===== src/hw/rtl/phl_pkg.sv =====
// Package for the polyline haversine length block: shared widths, constants,
// datapath operation codes, controller/datapath command and status structs.
// No dependencies.
package phl_pkg;

   localparam int PHL_CORDIC_ITERATIONS = 24;

   localparam int PHL_LAT_W = 31;
   localparam int PHL_LON_W = 32;
   localparam int PHL_SPD_W = 8;
   localparam int PHL_LEN_W = 32;
   localparam int PHL_WGT_W = 8;
   localparam int PHL_RAD_W = 23;

   localparam logic [PHL_RAD_W-1:0] PHL_RADIUS_RESET = 23'd6365000;

   // Last step indices of the square root and of the two divisions.
   localparam logic [5:0] PHL_SQRT_LAST = 6'd31;
   localparam logic [5:0] PHL_ADIV_LAST = 6'd34;
   localparam logic [5:0] PHL_WDIV_LAST = 6'd7;

   // Degree constants in units of 1e-7 degree.
   localparam logic [32:0] PHL_DEG_TURN2   = 33'd7200000000;
   localparam logic [32:0] PHL_DEG_TURN    = 33'd3600000000;
   localparam logic [32:0] PHL_DEG_HALF    = 33'd1800000000;
   localparam logic [32:0] PHL_DEG_QUARTER = 33'd900000000;

   // pi / 180 / 1e7 scaled by 2^54.
   localparam logic [24:0] PHL_RAD_SCALE = 25'd31441057;
   localparam logic [33:0] PHL_GAIN_INV  = 34'd652032874;
   localparam logic [30:0] PHL_HALF_PI   = 31'd1686629713;
   localparam logic [30:0] PHL_ONE_Q30   = 31'h4000_0000;

   typedef enum logic [4:0] {
      OP_NONE, OP_LOAD, OP_ABS, OP_MOD, OP_FOLD, OP_SCALE, OP_ZLOAD, OP_ROT,
      OP_COR1, OP_COR2, OP_COR3, OP_P1, OP_P2, OP_T1, OP_T2, OP_T3, OP_T4,
      OP_H, OP_SQLOAD, OP_SQ, OP_SQSTORE, OP_VLOAD, OP_VEC, OP_DPRE, OP_DIV,
      OP_THETA, OP_SEG1, OP_SEG2, OP_UPD, OP_WPRE, OP_EMIT
   } phl_op_type;

   typedef struct packed {
      phl_op_type op;
      logic [5:0] idx;
      logic [1:0] job;
   } phl_cmd_type;

   typedef struct packed {
      logic have_prev;
      logic last;
      logic out_free;
   } phl_status_type;

   // Arctangent of 2^-i in radians, Q30.
   function automatic logic [30:0] phl_atan(input logic [4:0] i);
      logic [30:0] r;
      case (i)
         5'd0:  r = 31'h3243F6A8;
         5'd1:  r = 31'h1DAC6705;
         5'd2:  r = 31'h0FADBAFC;
         5'd3:  r = 31'h07F56EA6;
         5'd4:  r = 31'h03FEAB76;
         5'd5:  r = 31'h01FFD55B;
         5'd6:  r = 31'h00FFFAAA;
         5'd7:  r = 31'h007FFF55;
         5'd8:  r = 31'h003FFFEA;
         5'd9:  r = 31'h001FFFFD;
         5'd10: r = 31'h000FFFFF;
         5'd11: r = 31'h0007FFFF;
         5'd12: r = 31'h0003FFFF;
         5'd13: r = 31'h0001FFFF;
         5'd14: r = 31'h0000FFFF;
         5'd15: r = 31'h00007FFF;
         5'd16: r = 31'h00003FFF;
         5'd17: r = 31'h00001FFF;
         5'd18: r = 31'h00000FFF;
         5'd19: r = 31'h000007FF;
         5'd20: r = 31'h000003FF;
         5'd21: r = 31'h000001FF;
         5'd22: r = 31'h000000FF;
         5'd23: r = 31'h0000007F;
         5'd24: r = 31'h0000003F;
         5'd25: r = 31'h0000001F;
         5'd26: r = 31'h0000000F;
         5'd27: r = 31'h00000008;
         5'd28: r = 31'h00000004;
         5'd29: r = 31'h00000002;
         5'd30: r = 31'h00000001;
         default: r = 31'h00000000;
      endcase
      return r;
   endfunction

endpackage


===== src/hw/rtl/phl_ctrl.sv =====
// Polyline haversine length sequencer: one-hot state machine issuing one
// datapath command per cycle unless idle or held at emit. Uses phl_pkg.
module phl_ctrl #(
   parameter int CORDIC_ITERATIONS = phl_pkg::PHL_CORDIC_ITERATIONS
) (
   input  logic                    clock,
   input  logic                    reset,
   input  logic                    req_valid,
   output logic                    req_ready,
   input  phl_pkg::phl_status_type status,
   output phl_pkg::phl_cmd_type    cmd
);
   import phl_pkg::*;

   localparam logic [5:0] ROT_LAST = 6'(CORDIC_ITERATIONS - 1);

   typedef enum logic [30:0] {
      ST_IDLE    = 31'd1 << 0,
      ST_ABS     = 31'd1 << 1,
      ST_MOD     = 31'd1 << 2,
      ST_FOLD    = 31'd1 << 3,
      ST_SCALE   = 31'd1 << 4,
      ST_ZLOAD   = 31'd1 << 5,
      ST_ROT     = 31'd1 << 6,
      ST_COR1    = 31'd1 << 7,
      ST_COR2    = 31'd1 << 8,
      ST_COR3    = 31'd1 << 9,
      ST_P1      = 31'd1 << 10,
      ST_P2      = 31'd1 << 11,
      ST_T1      = 31'd1 << 12,
      ST_T2      = 31'd1 << 13,
      ST_T3      = 31'd1 << 14,
      ST_T4      = 31'd1 << 15,
      ST_H       = 31'd1 << 16,
      ST_SQLOAD  = 31'd1 << 17,
      ST_SQ      = 31'd1 << 18,
      ST_SQSTORE = 31'd1 << 19,
      ST_VLOAD   = 31'd1 << 20,
      ST_VEC     = 31'd1 << 21,
      ST_DPRE    = 31'd1 << 22,
      ST_DIV     = 31'd1 << 23,
      ST_THETA   = 31'd1 << 24,
      ST_SEG1    = 31'd1 << 25,
      ST_SEG2    = 31'd1 << 26,
      ST_UPD     = 31'd1 << 27,
      ST_WPRE    = 31'd1 << 28,
      ST_WDIV    = 31'd1 << 29,
      ST_EMIT    = 31'd1 << 30
   } phl_state_type;

   phl_state_type state_ff, state_in;
   logic [5:0]    cnt_ff, cnt_in;
   logic [1:0]    job_ff, job_in;

   assign req_ready = (state_ff == ST_IDLE);

   always_comb begin
      state_in = state_ff;
      cnt_in   = cnt_ff;
      job_in   = job_ff;
      cmd.op   = OP_NONE;
      cmd.idx  = cnt_ff;
      cmd.job  = job_ff;
      case (state_ff)
         ST_IDLE: begin
            if (req_valid) begin
               cmd.op   = OP_LOAD;
               job_in   = 2'd0;
               cnt_in   = 6'd0;
               state_in = status.have_prev ? ST_ABS : ST_UPD;
            end
         end
         ST_ABS: begin
            cmd.op   = OP_ABS;
            state_in = ST_MOD;
         end
         ST_MOD: begin
            cmd.op   = OP_MOD;
            state_in = ST_FOLD;
         end
         ST_FOLD: begin
            cmd.op   = OP_FOLD;
            state_in = ST_SCALE;
         end
         ST_SCALE: begin
            cmd.op   = OP_SCALE;
            state_in = ST_ZLOAD;
         end
         ST_ZLOAD: begin
            cmd.op   = OP_ZLOAD;
            state_in = ST_ROT;
         end
         ST_ROT: begin
            cmd.op = OP_ROT;
            if (cnt_ff == ROT_LAST) begin
               cnt_in   = 6'd0;
               state_in = ST_COR1;
            end else begin
               cnt_in = cnt_ff + 6'd1;
            end
         end
         ST_COR1: begin
            cmd.op   = OP_COR1;
            state_in = ST_COR2;
         end
         ST_COR2: begin
            cmd.op   = OP_COR2;
            state_in = ST_COR3;
         end
         ST_COR3: begin
            cmd.op = OP_COR3;
            if (job_ff == 2'd3) begin
               state_in = ST_P1;
            end else begin
               job_in   = job_ff + 2'd1;
               state_in = ST_ABS;
            end
         end
         ST_P1: begin
            cmd.op   = OP_P1;
            state_in = ST_P2;
         end
         ST_P2: begin
            cmd.op   = OP_P2;
            state_in = ST_T1;
         end
         ST_T1: begin
            cmd.op   = OP_T1;
            state_in = ST_T2;
         end
         ST_T2: begin
            cmd.op   = OP_T2;
            state_in = ST_T3;
         end
         ST_T3: begin
            cmd.op   = OP_T3;
            state_in = ST_T4;
         end
         ST_T4: begin
            cmd.op   = OP_T4;
            state_in = ST_H;
         end
         ST_H: begin
            cmd.op   = OP_H;
            job_in   = 2'd0;
            state_in = ST_SQLOAD;
         end
         ST_SQLOAD: begin
            cmd.op   = OP_SQLOAD;
            cnt_in   = 6'd0;
            state_in = ST_SQ;
         end
         ST_SQ: begin
            cmd.op = OP_SQ;
            if (cnt_ff == PHL_SQRT_LAST) begin
               cnt_in   = 6'd0;
               state_in = ST_SQSTORE;
            end else begin
               cnt_in = cnt_ff + 6'd1;
            end
         end
         ST_SQSTORE: begin
            cmd.op = OP_SQSTORE;
            if (job_ff == 2'd0) begin
               job_in   = 2'd1;
               state_in = ST_SQLOAD;
            end else begin
               state_in = ST_VLOAD;
            end
         end
         ST_VLOAD: begin
            cmd.op   = OP_VLOAD;
            cnt_in   = 6'd0;
            state_in = ST_VEC;
         end
         ST_VEC: begin
            cmd.op = OP_VEC;
            if (cnt_ff == ROT_LAST) begin
               cnt_in   = 6'd0;
               state_in = ST_DPRE;
            end else begin
               cnt_in = cnt_ff + 6'd1;
            end
         end
         ST_DPRE: begin
            cmd.op   = OP_DPRE;
            cnt_in   = 6'd0;
            state_in = ST_DIV;
         end
         ST_DIV: begin
            cmd.op = OP_DIV;
            if (cnt_ff == PHL_ADIV_LAST) begin
               cnt_in   = 6'd0;
               state_in = ST_THETA;
            end else begin
               cnt_in = cnt_ff + 6'd1;
            end
         end
         ST_THETA: begin
            cmd.op   = OP_THETA;
            state_in = ST_SEG1;
         end
         ST_SEG1: begin
            cmd.op   = OP_SEG1;
            state_in = ST_SEG2;
         end
         ST_SEG2: begin
            cmd.op   = OP_SEG2;
            state_in = ST_UPD;
         end
         ST_UPD: begin
            cmd.op   = OP_UPD;
            state_in = status.last ? ST_WPRE : ST_IDLE;
         end
         ST_WPRE: begin
            cmd.op   = OP_WPRE;
            cnt_in   = 6'd0;
            state_in = ST_WDIV;
         end
         ST_WDIV: begin
            cmd.op = OP_DIV;
            if (cnt_ff == PHL_WDIV_LAST) begin
               cnt_in   = 6'd0;
               state_in = ST_EMIT;
            end else begin
               cnt_in = cnt_ff + 6'd1;
            end
         end
         ST_EMIT: begin
            if (status.out_free) begin
               cmd.op   = OP_EMIT;
               state_in = ST_IDLE;
            end
         end
         default: begin
            state_in = ST_IDLE;
         end
      endcase
   end

   always_ff @(posedge clock) begin
      if (reset) begin
         state_ff <= ST_IDLE;
         cnt_ff   <= 6'd0;
         job_ff   <= 2'd0;
      end else begin
         state_ff <= state_in;
         cnt_ff   <= cnt_in;
         job_ff   <= job_in;
      end
   end

endmodule


===== config.mk =====
export PLATFORM = sky130hd
export DESIGN_NAME = phl_ctrl
export DESIGN_NICKNAME = d
export VERILOG_FILES = /design/src/hw/rtl/phl_pkg.sv /design/src/hw/rtl/phl_ctrl.sv
export SDC_FILE = /design/constraint.sdc
export NUM_CORES = 1
export LEC_CHECK = 0
export ABC_AREA = 1
export BUFFER_PORTS_ARGS = -buffer_cell sky130_fd_sc_hd__buf_2
export CORE_MARGIN = 5
export CORE_UTILIZATION = 54
export CTS_BUF_LIST = sky130_fd_sc_hd__clkbuf_2
export DETAILED_ROUTE_END_ITERATION = 8
export GPL_TIMING_DRIVEN = 0
export PLACE_DENSITY = 0.72
export SLEW_MARGIN = 20
export SYNTH_ARGS = -nofsm -noshare
export SYNTH_HDL_FRONTEND = slang
export SYNTH_SLANG_ARGS = --single-unit
export TNS_END_PERCENT = 1

===== constraint.sdc =====
create_clock -name clock -period 2.41 [get_ports clock]
set_input_delay 0.482 -clock clock [delete_from_list [all_inputs] [get_ports clock]]
set_output_delay 0.482 -clock clock [all_outputs]
set_load 0.03 [all_outputs]

After elaboration in Yosys (flattened, before gate mapping)
Cells that the tools add are included.
{ "classes": {"addsub": 2, "n_eq_ne": 45, "n_mux": 25, "n_reduce_logical": 9} }
{ "ops": {"columns": ["operator", "count"], "rows": [
  ["case mux 31 bit (31 select lines)", 1],
  ["2-to-1 mux 31 bit", 7],
  ["case mux 5 bit (30 select lines)", 1],
  ["case mux 6 bit (6 select lines)", 1],
  ["equality test 31 x 1 -> 1 bit, second input constant", 1],
  ["equality test 31 x 10 -> 1 bit, second input constant", 1],
  ["equality test 31 x 11 -> 1 bit, second input constant", 1],
  ["equality test 31 x 12 -> 1 bit, second input constant", 1],
  ["equality test 31 x 13 -> 1 bit, second input constant", 1],
  ["equality test 31 x 14 -> 1 bit, second input constant", 1],
  ["equality test 31 x 15 -> 1 bit, second input constant", 1],
  ["equality test 31 x 16 -> 1 bit, second input constant", 1],
  ["equality test 31 x 17 -> 1 bit, second input constant", 1],
  ["equality test 31 x 18 -> 1 bit, second input constant", 1],
  ["equality test 31 x 19 -> 1 bit, second input constant", 1],
  ["equality test 31 x 2 -> 1 bit, second input constant", 1],
  ["equality test 31 x 20 -> 1 bit, second input constant", 1],
  ["equality test 31 x 21 -> 1 bit, second input constant", 1],
  ["equality test 31 x 22 -> 1 bit, second input constant", 1],
  ["equality test 31 x 23 -> 1 bit, second input constant", 1],
  ["equality test 31 x 24 -> 1 bit, second input constant", 1],
  ["equality test 31 x 25 -> 1 bit, second input constant", 1],
  ["equality test 31 x 26 -> 1 bit, second input constant", 1],
  ["equality test 31 x 27 -> 1 bit, second input constant", 1],
  ["35 further kinds", 51]
]} }
{ "word_totals": {"inputBits": 6, "elab_cells": 84, "output_inout_bits": 14, "register_bits": 39} }

Depth between registers and ports, before layout
{ "depth": {"word_depth": 4, "ltp_mapped": 14, "mapped_depth_nobuf": 14} }

Worst setup path after synthesis
Ideal clock, no wire load.
{ "synth_path": {"path_type": "register to output", "from": "register state_ff[14]", "to": "output cmd[12] (netlist name)", "path_stages_with_launch": 12, "slack_ns": 0.154, "t_arrival_ns": 1.774, "n_path_buf": 2, "t_required_ns": 1.928, "path_cell_list": "dfxtp_1 > nor2_2 > nand2_4 > nor2_8 > nand2_4 > buf_6 > buf_6 > nor2_1 > inv_2 > nand3_1 > nor2_1 > nand4_1"} }
{ "synth_rtl": {"columns": ["element", "line", "source"], "rows": [
  ["start: declaration", "phl_ctrl.sv:51", "phl_state_type state_ff, state_in;"],
  ["start signal: assignment", "phl_ctrl.sv:247", "state_ff <= state_in;"],
  ["end: declaration", "phl_ctrl.sv:11", "output phl_pkg::phl_cmd_type cmd"]
]} }

==> results_tabular.tex <==
\begin{tabular}{lr}
\hline
Metric & Value \\
\hline
\multicolumn{2}{l}{\textbf{Timing}} \\
\quad Max Transition Viols Final & 0 \\
\quad Endpoints failing hold & 0 \\
\quad Clk\_skew & 0.0287 ns \\
\quad Max frequency & 0.387 GHz \\
\quad Count of final setup violators & 5 \\
\quad Setup WS post-layout & -0.174 ns \\
\quad RSZ-0062 raised after global routing & true \\
\quad Actual slew at the worst max-slew pin & just over 0.5 ns \\
\quad Final critical-path required period & between 2 and 3 ns \\
\quad Fin crit share & 107\% \\
\quad Headroom to the max-slew limit & 65.6\% \\
\multicolumn{2}{l}{\textbf{Placement}} \\
\quad Cell total after placement & 587 \\
\quad Estimated wirelength of the detail-placed design & 6010 um \\
\quad Routability congestion estimate & 0.973 \\
\quad Worst slack at placement & -0.107 ns \\
\quad Number of buffers inserted by port buffering & 18 \\
\multicolumn{2}{l}{\textbf{Logic synthesis}} \\
\quad Proportion of register bits with asynchronous set or reset after synthesis & 0\% \\
\quad Distinct cells, synth & 31 \\
\quad Synth Warn \# & 0 \\
\quad Nets in the synthesized netlist & 504 \\
\quad Synthesis-stage register bit count & 39 \\
\quad Area share of the leading cell type in the synthesized netlist & 24.4\% \\
\quad Cell type with the highest aggregate area in the netlist & sky130\_fd\_sc\_hd\_\_dfxtp\_1 \\
\quad Ys flop type & sky130\_fd\_sc\_hd\_\_dfxtp\_1 \\
\quad Seq/Total Area, Yosys & roughly a quarter \\
\quad Top cells by area in the synthesized netlist & sky130\_fd\_sc\_hd\_\_dfxtp\_1, sky130\_fd\_sc\_hd\_\_nor2\_1, sky130\_fd\_sc\_hd\_\_nand2\_1 \\
\quad Count of flip-flops with a built-in enable after synthesis & 0 \\
\quad Cell area after synthesis & approximately 0.0032 mm2 \\
\quad Post-Synthesis Cells & 494 \\
\quad Mean area per synthesized cell & $\sim$6.5 um2 \\
\multicolumn{2}{l}{\textbf{Clock tree}} \\
\quad Clk buf depth & 2 \\
\quad Maximum level of the CTS H-tree & 2 \\
\quad Number of buffers created by CTS & 5 \\
\quad Cell at the root of the clock tree & sky130\_fd\_sc\_hd\_\_clkbuf\_2 \\
\quad Clock tree sinks & 39 \\
\quad Clock tree from TritonCTS & yes \\
\quad Clock insertion delay at the later pin of the skew report & a little over 0.4 ns \\
\quad Clock Pin Slew Worst Setup and Hold Paths & approximately 0.21 ns \\
\quad Hold buffers post-CTS & 0 \\
\multicolumn{2}{l}{\textbf{Floorplanning}} \\
\quad Area of the placeable core & between 0.005 and 0.006 mm2 \\
\quad \# rows & 28 \\
\quad Horiz. Die Dim & about 87 um \\
\quad Initial standard-cell utilization of the core & 54.6\% \\
\quad Overall die area & 0.00755 mm2 \\
\quad I/O Pins & 20 \\
\quad Die extent in y & 86.9 um \\
\multicolumn{2}{l}{\textbf{Drt}} \\
\quad Detailed-route wire length & 8980 um \\
\quad Total via count after detailed routing & 3465 \\
\quad Post-route antenna net violation count & 0 \\
\quad Remaining routing DRC violations & 0 \\
\quad Detailed router's first-iteration violation count & between 200 and 250 \\
\quad Mean routed wirelength per cell & 13.9 um \\
\quad Number of detailed-routing iterations run before antenna repair & 5 \\
\quad Post-DR vias/cell & 5.38 \\
\multicolumn{2}{l}{\textbf{Outcome}} \\
\quad Violated checks & setup timing \\
\quad Result of the run & finished with violations \\
\multicolumn{2}{l}{\textbf{Layout}} \\
\quad Top library cells by usage in the layout, fill and taps aside & sky130\_fd\_sc\_hd\_\_nor2\_1, sky130\_fd\_sc\_hd\_\_nand2\_1, sky130\_fd\_sc\_hd\_\_buf\_4 \\
\quad Antenna diode instance count & 0 \\
\quad Fraction of layout cells with a size suffix above 1 & 44.3\% \\
\quad Number of nets in the layout & 579 \\
\quad Count of placed standard cells in the final layout, fillers left out & 644 \\
\quad Area growth from synthesis to final layout & 32.5\% \\
\quad Most common library cell in the layout ignoring fill and taps & sky130\_fd\_sc\_hd\_\_nor2\_1 \\
\multicolumn{2}{l}{\textbf{GRT}} \\
\quad Initial antenna violation count & 0 \\
\quad Global-route wire length before repair & 15000 um \\
\quad Grt ovf & 0 \\
\quad Largest net degree at the start of global routing & 12 \\
\quad Total track usage & roughly 25\% \\
\quad Vias in the first global route & 3401 \\
\multicolumn{2}{l}{\textbf{Power and ir drop}} \\
\quad Leakage dissipation & 1.98 nW \\
\quad Overall power & 5.44 mW \\
\quad Worst supply voltage drop on vdd & roughly 1300 uV \\
\quad Power per unit of standard cell area & 1290 mW/mm2 \\
\multicolumn{2}{l}{\textbf{Setup path}} \\
\quad Critical Path RT & $\sim$1.9 ns \\
\quad Worst Setup Start Kind & flop \\
\quad Max FO, Critical Path & 7 \\
\quad Worst Path Arrival & 2.10 ns \\
\quad Class of the most critical setup path & flop to primary output \\
\quad Capturing element type of the critical path & primary output \\
\quad R2R setup slack & 0.34 ns \\
\multicolumn{2}{l}{\textbf{Worst hold path}} \\
\quad Worst hold-check path type & input port to flop \\
\multicolumn{2}{l}{\textbf{Job}} \\
\quad Count of maximum capacitance violations & 0 \\
\hline
\end{tabular}
## cell usage after synthesis (3+ instances only)
master                     instances
sky130_fd_sc_hd__nor2_4           10
sky130_fd_sc_hd__nand3_1          30
sky130_fd_sc_hd__ha_1              4
sky130_fd_sc_hd__a21oi_2           3
sky130_fd_sc_hd__nand4_1           8
sky130_fd_sc_hd__nor2_2           16
sky130_fd_sc_hd__nor2_1          108
sky130_fd_sc_hd__nor2_8            7
sky130_fd_sc_hd__nor3_1           12
sky130_fd_sc_hd__nor4_1            5
sky130_fd_sc_hd__a21oi_1          20
sky130_fd_sc_hd__nand2_1          92
sky130_fd_sc_hd__nand2_2          16
sky130_fd_sc_hd__clkbuf_1          3
sky130_fd_sc_hd__o21ai_0           7
sky130_fd_sc_hd__nand2_4           4
sky130_fd_sc_hd__inv_1            43
sky130_fd_sc_hd__inv_2            28
sky130_fd_sc_hd__nand3_2          20
sky130_fd_sc_hd__dfxtp_1          39
sky130_fd_sc_hd__buf_6             4
sky130_fd_sc_hd__xor2_1            3
## power by group
group	total, mW	switching (mW)	internal [mW]
Clock	0.283	0.222	0.0613
Combinational	4.33	2.44	1.89
Sequential	0.826	0.0831	0.743
Total	5.44	2.75	2.69
## timing repair
item,CTS,global route
pin swaps,36,14
setup buffers,44,4
gates resized for setup,106,10
endpoints found under the setup margin,5,6
gates cloned,2,0
## through the flow
step / hold slack [ns] / TNS [ns] / utilization [%] / instance area (um2)
after detailed placement: 0.488 / -0.324 / 57.7 / 3380
after floorplan: 0.536 / 0 / - / 3190
after global placement: 0.479 / -0.227 / 57.7 / 3380
after global routing: 0.290 / -1.27 / 72.3 / 4230
after CTS: 0.291 / -0.633 / 71.0 / 4160
final: 0.312 / -0.810 / 72.3 / 4230
## path summary, 6_finish.rpt
path                                                   to                     start  cells after the start
worst min-delay path            state_ff[28]$_SDFFE_PP0P_                 status[1]                      3
worst max register to register   state_ff[4]$_SDFFE_PP0P_  state_ff[0]$_SDFFE_PP1P_                     14
worst min register to register     cnt_ff[5]$_SDFFE_PP0P_    cnt_ff[5]$_SDFFE_PP0P_                      2
worst max-delay path                               cmd[9]  state_ff[0]$_SDFFE_PP1P_                     12
## layout make-up
class / instances / area (um2)
Tap cell: 75 / 93.8
Timing Repair Buffer: 68 / 562
Fill cell: 447 / 1620
Buffer: 11 / 123
Inverter: 73 / 279
Multi-Input combinational cell: 371 / 2320
Sequential cell: 39 / 818
Clock inverter: 2 / 8.76
Clock buffer: 5 / 25.0
## registers in the layout (all words and copies together), names as in the netlist
register / count
cnt_ff: 6
job_ff: 2
state_ff: 31
## cells by family (layout without fill, tap and decap cells)
| kind of cell | count (synthesis) | count (layout) | synth area share (%) |
|---|---|---|---|
| and+or+nand+nor | 332 | 332 | 56.0 |
| AOI/OAI and AO/OA | 32 | 32 | 5.52 |
| xor gates and xnor gates | 3 | 3 | 0.823 |
| buffers and inverters | 84 | 159 | 11.7 |
| adders and majority gates | 4 | 4 | 1.57 |
| DFF | 39 | 39 | 24.4 |
## metal layers
metal	GRT usage [%]	share of wire, %	wire length, um	up-vias
met4	10.2	3.0	265	0
met2	44.4	50	4530	138
met5	0	0	0	-
li1	-	-	-	1691
met1	29.0	41	3640	1605
met3	4.35	6.0	541	31
## worst max-delay path, stage by stage, from the launching register on
cell and delay, ns:
sky130_fd_sc_hd__dfxtp_2 0.39, sky130_fd_sc_hd__nor2_4 0.15, sky130_fd_sc_hd__nand2_4 0.11, sky130_fd_sc_hd__nor2_8 0.16
sky130_fd_sc_hd__nand2_8 0.07, sky130_fd_sc_hd__buf_12 0.14, sky130_fd_sc_hd__buf_6 0.13, sky130_fd_sc_hd__nor2_4 0.13
sky130_fd_sc_hd__nor2_2 0.06, sky130_fd_sc_hd__nand2_1 0.08, sky130_fd_sc_hd__nor4_2 0.04, sky130_fd_sc_hd__nand3_1 0.12
sky130_fd_sc_hd__buf_6 0.14
Note: power is estimated with default switching activity, not from simulation.
